### config.mk
export PLATFORM = sky130hd
export DESIGN_NAME = fall_alarm_sequencer
export DESIGN_NICKNAME = d
export VERILOG_FILES = /design/src/rtl/core/fas_pkg.sv /design/src/rtl/core/fall_alarm_sequencer.sv
export SDC_FILE = /design/constraint.sdc
export NUM_CORES = 1
export LEC_CHECK = 0
export BUFFER_PORTS_ARGS = -buffer_cell sky130_fd_sc_hd__clkbuf_2
export CORE_MARGIN = 2
export CORE_UTILIZATION = 65
export DETAILED_ROUTE_END_ITERATION = 7
export GPL_TIMING_DRIVEN = 0
export PLACE_DENSITY = 0.91
export SLEW_MARGIN = 40
export SYNTH_ARGS = -nofsm -noshare
export SYNTH_HDL_FRONTEND = slang
export SYNTH_SLANG_ARGS = --single-unit
export TNS_END_PERCENT = 10
### constraint.sdc
create_clock -name clk -period 13.8 [get_ports clk]
set_input_delay 2.76 -clock clk [delete_from_list [all_inputs] [get_ports clk]]
set_output_delay 2.76 -clock clk [all_outputs]
set_load 0.02 [all_outputs]
### src/rtl/core/fas_pkg.sv
// Shared constants for the fall alarm sequencer: field widths, register indexes and divider constants.
package fas_pkg;

	localparam int NowW   = 32;
	localparam int CfgW   = 22;
	localparam int PreW   = 20;
	localparam int MsgW   = 20;
	localparam int DispW  = 22;
	localparam int CountW = 10;
	localparam int IdxW   = 2;
	localparam int InW    = 40;
	localparam int OutW   = 24;

	localparam logic [IdxW-1:0] REG_PRE_ALARM = 2'd0;
	localparam logic [IdxW-1:0] REG_MESSAGE   = 2'd1;
	localparam logic [IdxW-1:0] REG_DISP_TO   = 2'd2;

	localparam logic [PreW-1:0]  PRE_RESET  = 20'd10000;
	localparam logic [MsgW-1:0]  MSG_RESET  = 20'd2000;
	localparam logic [DispW-1:0] DISP_RESET = 22'd15000;

	localparam logic [NowW-1:0] DEBOUNCE_MS = 32'd30;
	localparam logic [PreW:0]   ROUND_UP    = 21'd999;

	// Seconds: n / 1000 = (n >> 3) / 125, reciprocal of 125 scaled by 2^25.
	localparam int              NumW     = PreW + 1;
	localparam int              SecXW    = NumW - 3;
	localparam int              SecMW    = 19;
	localparam int              SecShift = 25;
	localparam int              SecQW    = 12;
	localparam logic [SecMW-1:0] SEC_RECIP = 19'd268436;
	localparam logic [SecQW-1:0] COUNT_MAX = 12'd1023;

	// Blink: now / 400 = (now >> 4) / 25, reciprocal of 25 scaled by 2^33.
	localparam int               BlkXW     = NowW - 4;
	localparam int               BlkMW     = 29;
	localparam int               BlkShift  = 33;
	localparam logic [BlkMW-1:0] BLK_RECIP = 29'd343597384;

endpackage

### src/rtl/core/fall_alarm_sequencer.sv
// Top level of the fall alarm sequencer: mode control, debounce, display timeout and outputs.
//
// Channel   Dir  Handshake          Payload
// s_axis    in   s_tvalid/s_tready  s_tdata: poll item
// m_axis    out  m_tvalid/m_tready  m_tdata: result item
// cfg       in   cfg_we             cfg_index, cfg_wdata
//
// One item is accepted per cycle unless the output stalls, and each gives one result.
// The mode and timer state updates in the first stage, so items chain each cycle unless stalled.
// The second stage holds the reciprocal multiplies for the seconds count and the blink phase.
// Each stage has its own valid bit, so input flows while a result waits until the stages fill.
// Reset is asynchronous and active low and restores the power-up modes and registers.
module fall_alarm_sequencer
	import fas_pkg::*;
(
	input  logic             clk,
	input  logic             arst_n,
	input  logic             s_tvalid,
	output logic             s_tready,
	// now_ms[31:0], fall_detected[32], button_level[33], touch_level[34], zero fill.
	input  logic [InW-1:0]   s_tdata,
	output logic             m_tvalid,
	input  logic             m_tready,
	// mode[1:0], entered_prealarm[2], alarm_started[3], alarm_stopped[4], cancel_shown[5],
	// back_to_normal[6], display_enabled[7], display_woken[8], countdown_s[18:9],
	// blink_on[19], zero fill.
	output logic [OutW-1:0]  m_tdata,
	input  logic             cfg_we,
	input  logic [IdxW-1:0]  cfg_index,
	input  logic [CfgW-1:0]  cfg_wdata
);

	typedef enum logic [1:0] {
		MODE_NORMAL = 2'd0,
		MODE_PRE    = 2'd1,
		MODE_ALARM  = 2'd2,
		MODE_MSG    = 2'd3
	} mode_t;

	typedef struct packed {
		mode_t mode;
		logic  e_pre;
		logic  a_start;
		logic  a_stop;
		logic  cancel;
		logic  back;
		logic  power;
		logic  woken;
	} flags_t;

	logic [PreW-1:0]  pre_q;
	logic [MsgW-1:0]  msg_q;
	logic [DispW-1:0] disp_q;

	mode_t           mode_q;
	logic [NowW-1:0] entry_q;
	logic            power_q;
	logic [NowW-1:0] act_q;
	logic            last_q;
	logic            stable_q;
	logic [NowW-1:0] change_q;

	logic            valid_s1;
	logic [NowW-1:0] now_s1;
	logic            fall_s1;
	logic            btn_s1;
	logic            touch_s1;

	logic              valid_s2;
	flags_t            flags_s2;
	logic              cnt_en_s2;
	logic [NumW-1:0]   num_s2;
	logic              blk_en_s2;
	logic [BlkXW-1:0]  blkx_s2;

	logic            out_valid_q;
	logic [OutW-1:0] out_data_q;

	logic ready_s1, ready_s2, ready_out, fire_s1;

	assign ready_out = !out_valid_q || m_tready;
	assign ready_s2  = !valid_s2 || ready_out;
	assign ready_s1  = !valid_s1 || ready_s2;
	assign s_tready  = ready_s1;
	assign fire_s1   = valid_s1 && ready_s2;

	always_ff @(posedge clk or negedge arst_n) begin
		if (!arst_n) begin
			pre_q  <= PRE_RESET;
			msg_q  <= MSG_RESET;
			disp_q <= DISP_RESET;
		end else if (cfg_we) begin
			case (cfg_index)
				REG_PRE_ALARM: pre_q  <= cfg_wdata[PreW-1:0];
				REG_MESSAGE:   msg_q  <= cfg_wdata[MsgW-1:0];
				REG_DISP_TO:   disp_q <= cfg_wdata;
				default: ;
			endcase
		end
	end

	always_ff @(posedge clk or negedge arst_n) begin
		if (!arst_n) begin
			valid_s1 <= 1'b0;
		end else if (ready_s1) begin
			valid_s1 <= s_tvalid;
		end
	end

	always_ff @(posedge clk) begin
		if (ready_s1 && s_tvalid) begin
			now_s1   <= s_tdata[NowW-1:0];
			fall_s1  <= s_tdata[NowW];
			btn_s1   <= s_tdata[NowW+1];
			touch_s1 <= s_tdata[NowW+2];
		end
	end

	logic [NowW-1:0] d_s1, since_s1, idle_s1;
	logic            press_s1, stable_d, dbn_on;
	logic [NowW-1:0] change_d;
	mode_t           mode_d;
	logic [NowW-1:0] entry_d, act_d;
	logic            power_d;
	flags_t          flags_d;
	logic            cnt_en_d, blk_en_d;
	logic [NumW-1:0] num_d;

	always_comb begin
		d_s1     = now_s1 - entry_q;
		idle_s1  = now_s1 - act_q;
		dbn_on   = (mode_q != MODE_NORMAL);
		change_d = (btn_s1 != last_q) ? now_s1 : change_q;
		since_s1 = (btn_s1 != last_q) ? '0 : (now_s1 - change_q);
		stable_d = stable_q;
		press_s1 = 1'b0;
		if ((since_s1 > DEBOUNCE_MS) && (btn_s1 != stable_q)) begin
			stable_d = btn_s1;
			press_s1 = !btn_s1;
		end

		mode_d   = mode_q;
		entry_d  = entry_q;
		act_d    = act_q;
		power_d  = power_q;
		flags_d  = '0;
		cnt_en_d = 1'b0;
		blk_en_d = 1'b0;
		num_d    = {1'b0, pre_q};

		case (mode_q)
			MODE_NORMAL: begin
				if (fall_s1) begin
					flags_d.e_pre = 1'b1;
					power_d       = 1'b1;
					cnt_en_d      = 1'b1;
					entry_d       = now_s1;
					mode_d        = MODE_PRE;
				end else if (touch_s1) begin
					power_d       = 1'b1;
					flags_d.woken = !power_q;
					act_d         = now_s1;
				end else if (power_q && (disp_q != '0) &&
						(idle_s1 > {{(NowW-DispW){1'b0}}, disp_q})) begin
					power_d = 1'b0;
				end
			end
			MODE_PRE: begin
				if (d_s1 < {{(NowW-PreW){1'b0}}, pre_q}) begin
					cnt_en_d = 1'b1;
					num_d    = {1'b0, pre_q} - {1'b0, d_s1[PreW-1:0]} + ROUND_UP;
				end
				if (press_s1 || touch_s1) begin
					flags_d.cancel = 1'b1;
					mode_d         = MODE_MSG;
					entry_d        = now_s1;
				end else if (d_s1 >= {{(NowW-PreW){1'b0}}, pre_q}) begin
					flags_d.a_start = 1'b1;
					mode_d          = MODE_ALARM;
				end
			end
			MODE_ALARM: begin
				blk_en_d = 1'b1;
				if (press_s1) begin
					flags_d.a_stop = 1'b1;
					flags_d.cancel = 1'b1;
					mode_d         = MODE_MSG;
					entry_d        = now_s1;
				end
			end
			default: begin
				if (d_s1 >= {{(NowW-MsgW){1'b0}}, msg_q}) begin
					power_d      = 1'b1;
					act_d        = now_s1;
					mode_d       = MODE_NORMAL;
					flags_d.back = 1'b1;
				end
			end
		endcase
		flags_d.mode  = mode_d;
		flags_d.power = power_d;
	end

	always_ff @(posedge clk or negedge arst_n) begin
		if (!arst_n) begin
			mode_q   <= MODE_NORMAL;
			entry_q  <= '0;
			power_q  <= 1'b1;
			act_q    <= '0;
			last_q   <= 1'b1;
			stable_q <= 1'b1;
			change_q <= '0;
		end else if (fire_s1) begin
			mode_q  <= mode_d;
			entry_q <= entry_d;
			power_q <= power_d;
			act_q   <= act_d;
			if (dbn_on) begin
				last_q   <= btn_s1;
				stable_q <= stable_d;
				change_q <= change_d;
			end
		end
	end

	always_ff @(posedge clk or negedge arst_n) begin
		if (!arst_n) begin
			valid_s2 <= 1'b0;
		end else if (ready_s2) begin
			valid_s2 <= valid_s1;
		end
	end

	always_ff @(posedge clk) begin
		if (fire_s1) begin
			flags_s2  <= flags_d;
			cnt_en_s2 <= cnt_en_d;
			num_s2    <= num_d;
			blk_en_s2 <= blk_en_d;
			blkx_s2   <= now_s1[NowW-1:4];
		end
	end

	logic [SecXW+SecMW-1:0] sec_prod;
	logic [BlkXW+BlkMW-1:0] blk_prod;
	logic [SecQW-1:0]       sec_q;
	logic [CountW-1:0]      count_s2;
	logic                   blink_s2;

	always_comb begin
		sec_prod = {{SecMW{1'b0}}, num_s2[NumW-1:3]} * {{SecXW{1'b0}}, SEC_RECIP};
		blk_prod = {{BlkMW{1'b0}}, blkx_s2} * {{BlkXW{1'b0}}, BLK_RECIP};
		sec_q    = sec_prod[SecShift +: SecQW];
		if (!cnt_en_s2) begin
			count_s2 = '0;
		end else if (sec_q > COUNT_MAX) begin
			count_s2 = COUNT_MAX[CountW-1:0];
		end else begin
			count_s2 = sec_q[CountW-1:0];
		end
		blink_s2 = blk_en_s2 && !blk_prod[BlkShift];
	end

	always_ff @(posedge clk or negedge arst_n) begin
		if (!arst_n) begin
			out_valid_q <= 1'b0;
		end else if (ready_out) begin
			out_valid_q <= valid_s2;
		end
	end

	always_ff @(posedge clk) begin
		if (ready_out && valid_s2) begin
			out_data_q <= {4'b0, blink_s2, count_s2, flags_s2.woken, flags_s2.power,
				flags_s2.back, flags_s2.cancel, flags_s2.a_stop, flags_s2.a_start,
				flags_s2.e_pre, flags_s2.mode};
		end
	end

	assign m_tvalid = out_valid_q;
	assign m_tdata  = out_data_q;

	a_stop_cancels: assert property (@(posedge clk) disable iff (!arst_n)
		(m_tvalid && m_tdata[4]) |-> (m_tdata[5] && (m_tdata[1:0] == MODE_MSG)))
		else $error("alarm stop without cancel message");

	a_alarm_no_normal: assert property (@(posedge clk) disable iff (!arst_n)
		(fire_s1 && (mode_q == MODE_ALARM)) |-> (mode_d == MODE_ALARM || mode_d == MODE_MSG))
		else $error("alarm left without a button stop");

	a_state_hold: assert property (@(posedge clk) disable iff (!arst_n)
		!fire_s1 |=> ($stable(mode_q) && $stable(entry_q) && $stable(power_q)))
		else $error("mode state moved without an item");

	a_pulses_onehot: assert property (@(posedge clk) disable iff (!arst_n)
		valid_s2 |-> $onehot0({flags_s2.e_pre, flags_s2.a_start, flags_s2.back,
			flags_s2.woken, flags_s2.cancel}))
		else $error("more than one transition pulse in one item");

	a_blink_alarm: assert property (@(posedge clk) disable iff (!arst_n)
		(m_tvalid && m_tdata[19]) |-> (m_tdata[1:0] == MODE_ALARM || m_tdata[1:0] == MODE_MSG))
		else $error("blink outside alarm");

endmodule

Word level (Yosys, flattened, before mapping)
Index checks and enable logic that the tools add are counted.
- $add $sub $neg: 5
- $mul: 2
- magnitude comparators: 6
- equal/unequal tests: 11
- multiplexer cells: 33
- bitwise logic cells: 4
- reduce and logical (&&, ||, !) cells: 36
- operator list (operator ; count):
    two-way mux 32 bit ; 7
    case mux 32 bit (3 select lines) ; 1
    subtractor 32 bit ; 3
    greater-or-equal comparator 32 x 20 -> 1 bit ; 2
    case mux 32 bit (2 select lines) ; 1
    two-way mux 20 bit ; 2
    multiplier 18 x 17 -> 35 bit (second input constant) ; 1
    > comparator 32 x 22 -> 1 bit ; 1
    > comparator 32 x 5 -> 1 bit (second input constant) ; 1
    less-than comparator 32 x 20 -> 1 bit ; 1
    multiplier 28 x 26 -> 31 bit (second input constant) ; 1
    nonzero test 22 bit ; 1
    adder 21 x 10 -> 21 bit (second input constant) ; 1
    subtractor 20 x 20 -> 21 bit ; 1
    > comparator 12 x 10 -> 1 bit (second input constant) ; 1
    two-way mux 2 bit ; 6
    two-way mux 1 bit ; 11
    two-way mux 10 bit ; 1
    != test 2 bit (second input constant) ; 5
    AND reduction 2 bit ; 5
    AND reduction 5 bit ; 2
    logical AND 1 bit ; 7
    logical NOT 1 bit ; 6
    case mux 1 bit (2 select lines) ; 3
    12 further kinds ; 26
- bits in registers: 281
- input bits: 69

Depth between registers and ports, before layout
Gate-level depths: netlist of the first run.
- word-level depth: 8
- depth in mapped cells: 25
- depth with buffers taken out: 25

Worst setup path before layout of the first run
Ideal clock, no wire load.
- path type: in2out
- from: in m_tready
- to: out s_tready
- data arrival time: 3111 ps
- path slack: 7929 ps
- cell stages on the path: 2
- path buffers: 0
- path through: nor2b_1 nand3_1
- longest elaborated chain between the ends: 3
- ends and longest elaborated chain (item ; RTL line ; source):
    from (decl) ; fall_alarm_sequencer.sv:23 ; input logic m_tready,
    logical OR 1 bit ; fall_alarm_sequencer.sv:81 ; assign ready_out = !out_valid_q || m_tready;
    logical OR 1 bit ; fall_alarm_sequencer.sv:82 ; assign ready_s2 = !valid_s2 || ready_out;
    logical OR 1 bit ; fall_alarm_sequencer.sv:83 ; assign ready_s1 = !valid_s1 || ready_s2;
    to (decl) ; fall_alarm_sequencer.sv:19 ; output logic s_tready,
Every way passes these cells.

Worst setup path in the final report of the first run
- from: reg num_s2[5]
- to: reg out_data_q[15] (netlist: m_tdata[15]), data pin
- longest elaborated chain between the ends: 3
- ends and longest elaborated chain (item ; RTL line ; source):
    from (decl) ; fall_alarm_sequencer.sv:72 ; logic [NumW-1:0] num_s2;
    from (signal assigned) ; fall_alarm_sequencer.sv:238 ; num_s2 <= num_d;
    multiplier 18 x 17 -> 35 bit (*) ; fall_alarm_sequencer.sv:251 ; sec_prod = {{SecMW{1'b0}}, num_s2[NumW-1:3]} * {{SecXW{1'b0}}, SEC_RECIP};
    > comparator 12 x 10 -> 1 bit ; fall_alarm_sequencer.sv:256 ; end else if (sec_q > COUNT_MAX) begin
    two-way mux 10 bit (*) ; fall_alarm_sequencer.sv:256 ;
    to (signal assigned) ; fall_alarm_sequencer.sv:274 ; out_data_q <= {4'b0, blink_s2, count_s2, flags_s2.woken, flags_s2.power,
    to (decl) ; fall_alarm_sequencer.sv:77 ; logic [OutW-1:0] out_data_q;
Every way passes the cells marked *; elsewhere a longest branch is shown, timed or not.
A chain may end at the register's enable or synchronous reset.

==> results of run 1 <==
==> metrics by stage <==
step	util, %	worst slack, ns	cell area (sq um)	instances	hold slack, ns
after floorplan	-	7.93	29200	2920	0.400
after global placement	68.6	6.91	30400	3597	0.408
after detailed placement	68.8	7.14	30500	3600	0.406
after CTS	71.3	7.10	31600	3662	0.419
after global routing	71.4	6.75	31600	3662	0.428
final	71.4	7.04	31600	3663	0.418
==> worst reg2reg max path: cells and delay by family (launching register included) <==
kind | cells | cell delay [ns]
buf+inv | 4 | 0.22
fa+ha+maj | 7 | 2.65
compound gates | 6 | 1.99
simple gates | 2 | 0.85
flops | 1 | 0.52
mux | 1 | 0.39
==> layer usage <==
layer / up-vias / wire [microns] / track usage (%)
li1: 10300 / - / -
met1: 10900 / 30900 / 42.0
met2: 798 / 35600 / 55.0
met3: 240 / 4880 / 5.34
met4: 0 / 3200 / 13.5
met5: - / 0 / 0
==> area by class of cell <==
cell class | count | area share, %
inverters | 601 | 7.14
well taps | 592 | 2.34
clock buffers | 51 | 3.15
repair buffers | 88 | 1.61
plain buffers | 59 | 0.946
flip-flops and latches | 278 | 23.9
multi-input cells | 1982 | 60.5
diodes | 1 | 0.00791
clock inverters | 11 | 0.443
==> kinds of logic after synthesis <==
group                    synth area share (%)
multiplexers                             6.60
AND/OR/NAND/NOR                          8.52
other                                  0.0128
buffers and inverters                    8.75
XOR/XNOR                                 3.18
adder cells (fa/ha/maj)                  35.1
flip-flops                               25.8
AO/OA/AOI/OAI                            12.0
==> worst paths after layout <==
check	from	to	slack, ns	cells past startpoint
worst max-delay path	num_s2[5]	m_tdata[15]	7.04	20
worst min-delay path	flags_s2[7]	m_tdata[0]	0.42	0
worst max register to register	num_s2[5]	m_tdata[15]	7.04	20
worst min register to register	flags_s2[7]	m_tdata[0]	0.42	0
max in group asynchronous	arst_n	pre_q[13]	10.63	3
min in group asynchronous	arst_n	change_q[19]	2.14	1
==> cells in the mapped netlist, types with 24 or more instances <==
library cell / count / area share (%)
inv_1: 601 / 7.7
ha_1: 514 / 22
fa_1: 191 / 13
dfrtp_1: 145 / 12
a21oi_1: 116 / 2.0
edfxtp_1: 112 / 12
nor2_1: 106 / 1.4
nand2_1: 105 / 1.3
mux2_2: 104 / 4.0
o21ai_0: 94 / 1.6
a21o_1: 79 / 2.0
xnor2_1: 66 / 2.0
nor3_1: 44 / 0.75
xor2_1: 40 / 1.2
nand3_1: 39 / 0.67
clkbuf_1: 37 / 0.48
o21a_1: 36 / 0.93
nand4_1: 32 / 0.69
mux2_4: 29 / 1.5
nor2b_1: 29 / 0.62
nand2b_1: 26 / 0.56
a211oi_1: 24 / 0.62
a31oi_1: 24 / 0.51
==> state kept, by name, indices dropped and copies added (netlist names), 2 cells and up <==
name / count
act_q: 32
change_q: 32
entry_q: 32
now_s1: 32
blkx_s2: 28
disp_q: 22
m_tdata: 20
msg_q: 20
pre_q: 20
num_s2: 18
flags_s2: 9
mode_q: 2
==> impl_metrics.toml, run 1 <==
[timing]
slew_headroom_pct = 46.8
tightest_slew_ns = 0.792
slew_viol_final = 0
min_period_over_period_pct = 49.0
fmax_mhz = 148
period_needed_ns = 6.76
finClkSkew_ns = 0.0261
setup_viol = 0
rsz0062_at_grt = "false"
tns_ns = 0
hold_viol_final = 0

[clocking]
cts_tree = "done"
cts_resized = 0
h-tree-depth = 2
clock_sinks = 278
cts_setup_buffers = 0
clock-root-buffer = "clkbuf_16"
cts_buffers = 34
hold_buffers = 0
clk_pin_slew_worst_paths_ns = 0.06
clkLatencyLatePin_ns = 0.57
clockBufferDepth = 3

[yosys]
ys_seq_area_share_pct = 25.8
synth_cells = 2917
synth.avg_cell_area_sq_um = 10.0
synth_edf_count = 112
synth_area_sq_mm = 0.0292
async_flop_share_pct = 59.7
ys_warn_count = 0
synthFlopType = "dfrtp_1"
synth.distinct_cells = 91
synth-seq-cells = 278

[cells_and_area]
fillerInstances = 3007
seq_area_sq_mm = 0.00754
area_delta_synth_final_pct = 8.29
multi_input_area_sq_mm = 0.0191
layout_commonest_cell = "inv_1"
nets = 3818
final_layout_size_suffix_gt1_share_pct = 11.1
mostFrequentLayoutCells = "inv_1 (600), ha_1 (514), fa_1 (191), dfrtp_1 (145), a21oi_1 (116)"

[detailed_routing]
drtIter0Drc = 1650
wire_per_inst_microns = 20.3
drc_errors = 0
first_pass_iters = 7
viasPerCell = 6.07
via_count = 22200
totalWireLength_microns = 74500
ant_nets = 0

[floorplan]
rows = 77
start_util_pct = 65.9
design.core.area_sq_mm = 0.0443
die_width_microns = 216
die_area_sq_mm = 0.0466
die-height_microns = 216
io_pins = 95

[critical_path]
crit_path_end_kind = "flip-flop"
crit_fanout = 9
cp_num_buf_inv = 4
arrival_ns = 7.18
critPathLaunchType = "flip-flop"
required_ns = 14.22
crit_chain = "ha_1, ha_1, inv_1, fa_1, inv_1, ha_1, inv_1, fa_1, inv_1, fa_1, ha_1, nand4_1, o21ai_0, a31oi_1, o31ai_1, a41oi_1, a21oi_1, mux2_2, nor4_2, o21a_1"
cpLargestDelayFamily = "adder cells"
slowest_delay_ns = 0.72
slowest_stage = "nor4_2"
crit_type = "flip-flop to flip-flop"

[flow_run]
drv_cap = 0

[global_routing]
overflow = 0
grt_pass1_wl_microns = 121000
antenna_found_initial = 1
grt.total_usage_pct = 32.7
grt_max_degree = 68
grt_pass1_vias = 23700

[place]
portBuffers = 85
gp_congestion = 0.967
place_hpwl_microns = 58400

[run_status]
outcome = "finished, final reports clean"

[worst_hold_path]
hold_class = "flip-flop to flip-flop"
Power of run 1 is left out: the tool's default activity adds up to more than one toggle a clock period on the data nets, which glitch-free logic cannot reach.
==> run 2, diff against run 1 <==
Clock period 13.8 ns to 6.75 ns, I/O delays scaled along.
==> impl_metrics.toml, run 2 (synthesis results as in run 1) <==
[floorplan]
design.core.area_sq_mm = 0.0443
die_area_sq_mm = 0.0466
start_util_pct = 65.9
rows = 77
die_width_microns = 216
io_pins = 95
die-height_microns = 216

[global_routing]
grt.total_usage_pct = 32.7
grt_pass1_wl_microns = 121000
antenna_found_initial = 1
overflow = 0
grt_max_degree = 68
grt_pass1_vias = 23700

[clocking]
clock_sinks = 278
hold_buffers = 0
clk_pin_slew_worst_paths_ns = 0.06
cts_buffers = 34
h-tree-depth = 2
cts_setup_buffers = 0
cts_resized = 0
clock-root-buffer = "clkbuf_16"
clkLatencyLatePin_ns = 0.57
clockBufferDepth = 3
cts_tree = "done"

[critical_path]
rr_endpoint = "m_tdata[15]"
required_ns = 7.17
cp_num_buf_inv = 4
slowest_stage = "fa_1"
slowest_delay_ns = 0.54
crit_chain = "ha_1, ha_1, inv_1, fa_1, inv_1, ha_1, inv_1, fa_1, inv_1, fa_1, ha_1, nand4_1, o21ai_0, a31oi_1, o31ai_2, a41oi_1, a21oi_1, mux2_2, nor4_4, o21a_1"
arrival_ns = 6.85
crit_fanout = 9
cpLargestDelayFamily = "adder cells"
critPathLaunchType = "flip-flop"
crit_path_end_kind = "flip-flop"
reg2reg_slack_ns = 0.32
rr_startpoint = "num_s2[5]"
r2r.worst_path.cells = 20
crit_type = "flip-flop to flip-flop"

[timing]
finClkSkew_ns = 0.0299
setup_viol = 0
hold_viol_final = 0
tns_ns = 0
holdWs_ns = 0.418
tightest_slew_ns = 0.714
rsz0062_at_grt = "false"
period_needed_ns = 6.43
fmax_mhz = 155
min_period_over_period_pct = 95.3
slew_headroom_pct = 52.4
slew_viol_final = 0

[worst_hold_path]
holdPathStages = 0
hold_path_end = "m_tdata[0]"
hold_class = "flip-flop to flip-flop"
worstHoldStart = "flags_s2[7]"

[flow_run]
drv_cap = 0

[cells_and_area]
nets = 3818
layout_commonest_cell = "inv_1"
final_layout_size_suffix_gt1_share_pct = 11.2
multi_input_area_sq_mm = 0.0191
area_delta_synth_final_pct = 8.34
seq_area_sq_mm = 0.00754
fillerInstances = 3004
mostFrequentLayoutCells = "inv_1 (600), ha_1 (514), fa_1 (191), dfrtp_1 (145), a21oi_1 (116)"
stdcell_count = 3663

[detailed_routing]
wire_per_inst_microns = 20.4
via_count = 22200
drtIter0Drc = 1694
totalWireLength_microns = 74600
ant_nets = 0
drc_errors = 0
viasPerCell = 6.07
first_pass_iters = 6

[place]
place_hpwl_microns = 58400
place_inst = 3600
portBuffers = 85
gp_congestion = 0.967

[run_status]
outcome = "finished, final reports clean"
==> run 2: worst max-delay path by stage <==
stage | startpoint | to | slack, ns | cells after the start
floorplan | num_s2[9] | m_tdata[10] | 0.92 | 19
global placement | num_s2[9] | m_tdata[13] | 0.34 | 19
detailed placement | num_s2[9] | m_tdata[11] | 0.09 | 19
CTS | num_s2[9] | m_tdata[15] | 0.05 | 19
global route | num_s2[4] | m_tdata[15] | 0.05 | 20
finish | num_s2[5] | m_tdata[15] | 0.32 | 20
==> run 2: layout make-up <==
| cell class | instances | area share, % |
|---|---|---|
| multi-input combinational | 1982 | 60.5 |
| sequential | 278 | 23.8 |
| inverter | 601 | 7.14 |
| clock buffer | 51 | 3.15 |
| tap | 592 | 2.34 |
| timing repair buffer | 88 | 1.61 |
| buffer | 59 | 0.945 |
| clock inverter | 11 | 0.443 |
| antenna | 1 | 0.00791 |
==> run 2: layer usage <==
layer  part of all wire (%)  global-route usage [%]
met5                      0                       0
met4                    4.4                    13.5
met3                    6.9                    5.34
met2                     48                    55.0
met1                     41                    42.0
==> run 2: metrics by stage <==
stage,instance area [sq um],utilization (%),setup slack (ns)
6_report,31600,71.4,0.318
5_1_grt,31600,71.4,0.0494
4_1_cts,31600,71.3,0.0500
3_5_place_dp,30500,68.8,0.0920
3_3_place_gp,30400,68.6,0.343
2_1_floorplan,29200,-,0.919
Power of run 2 is left out for the same reason.
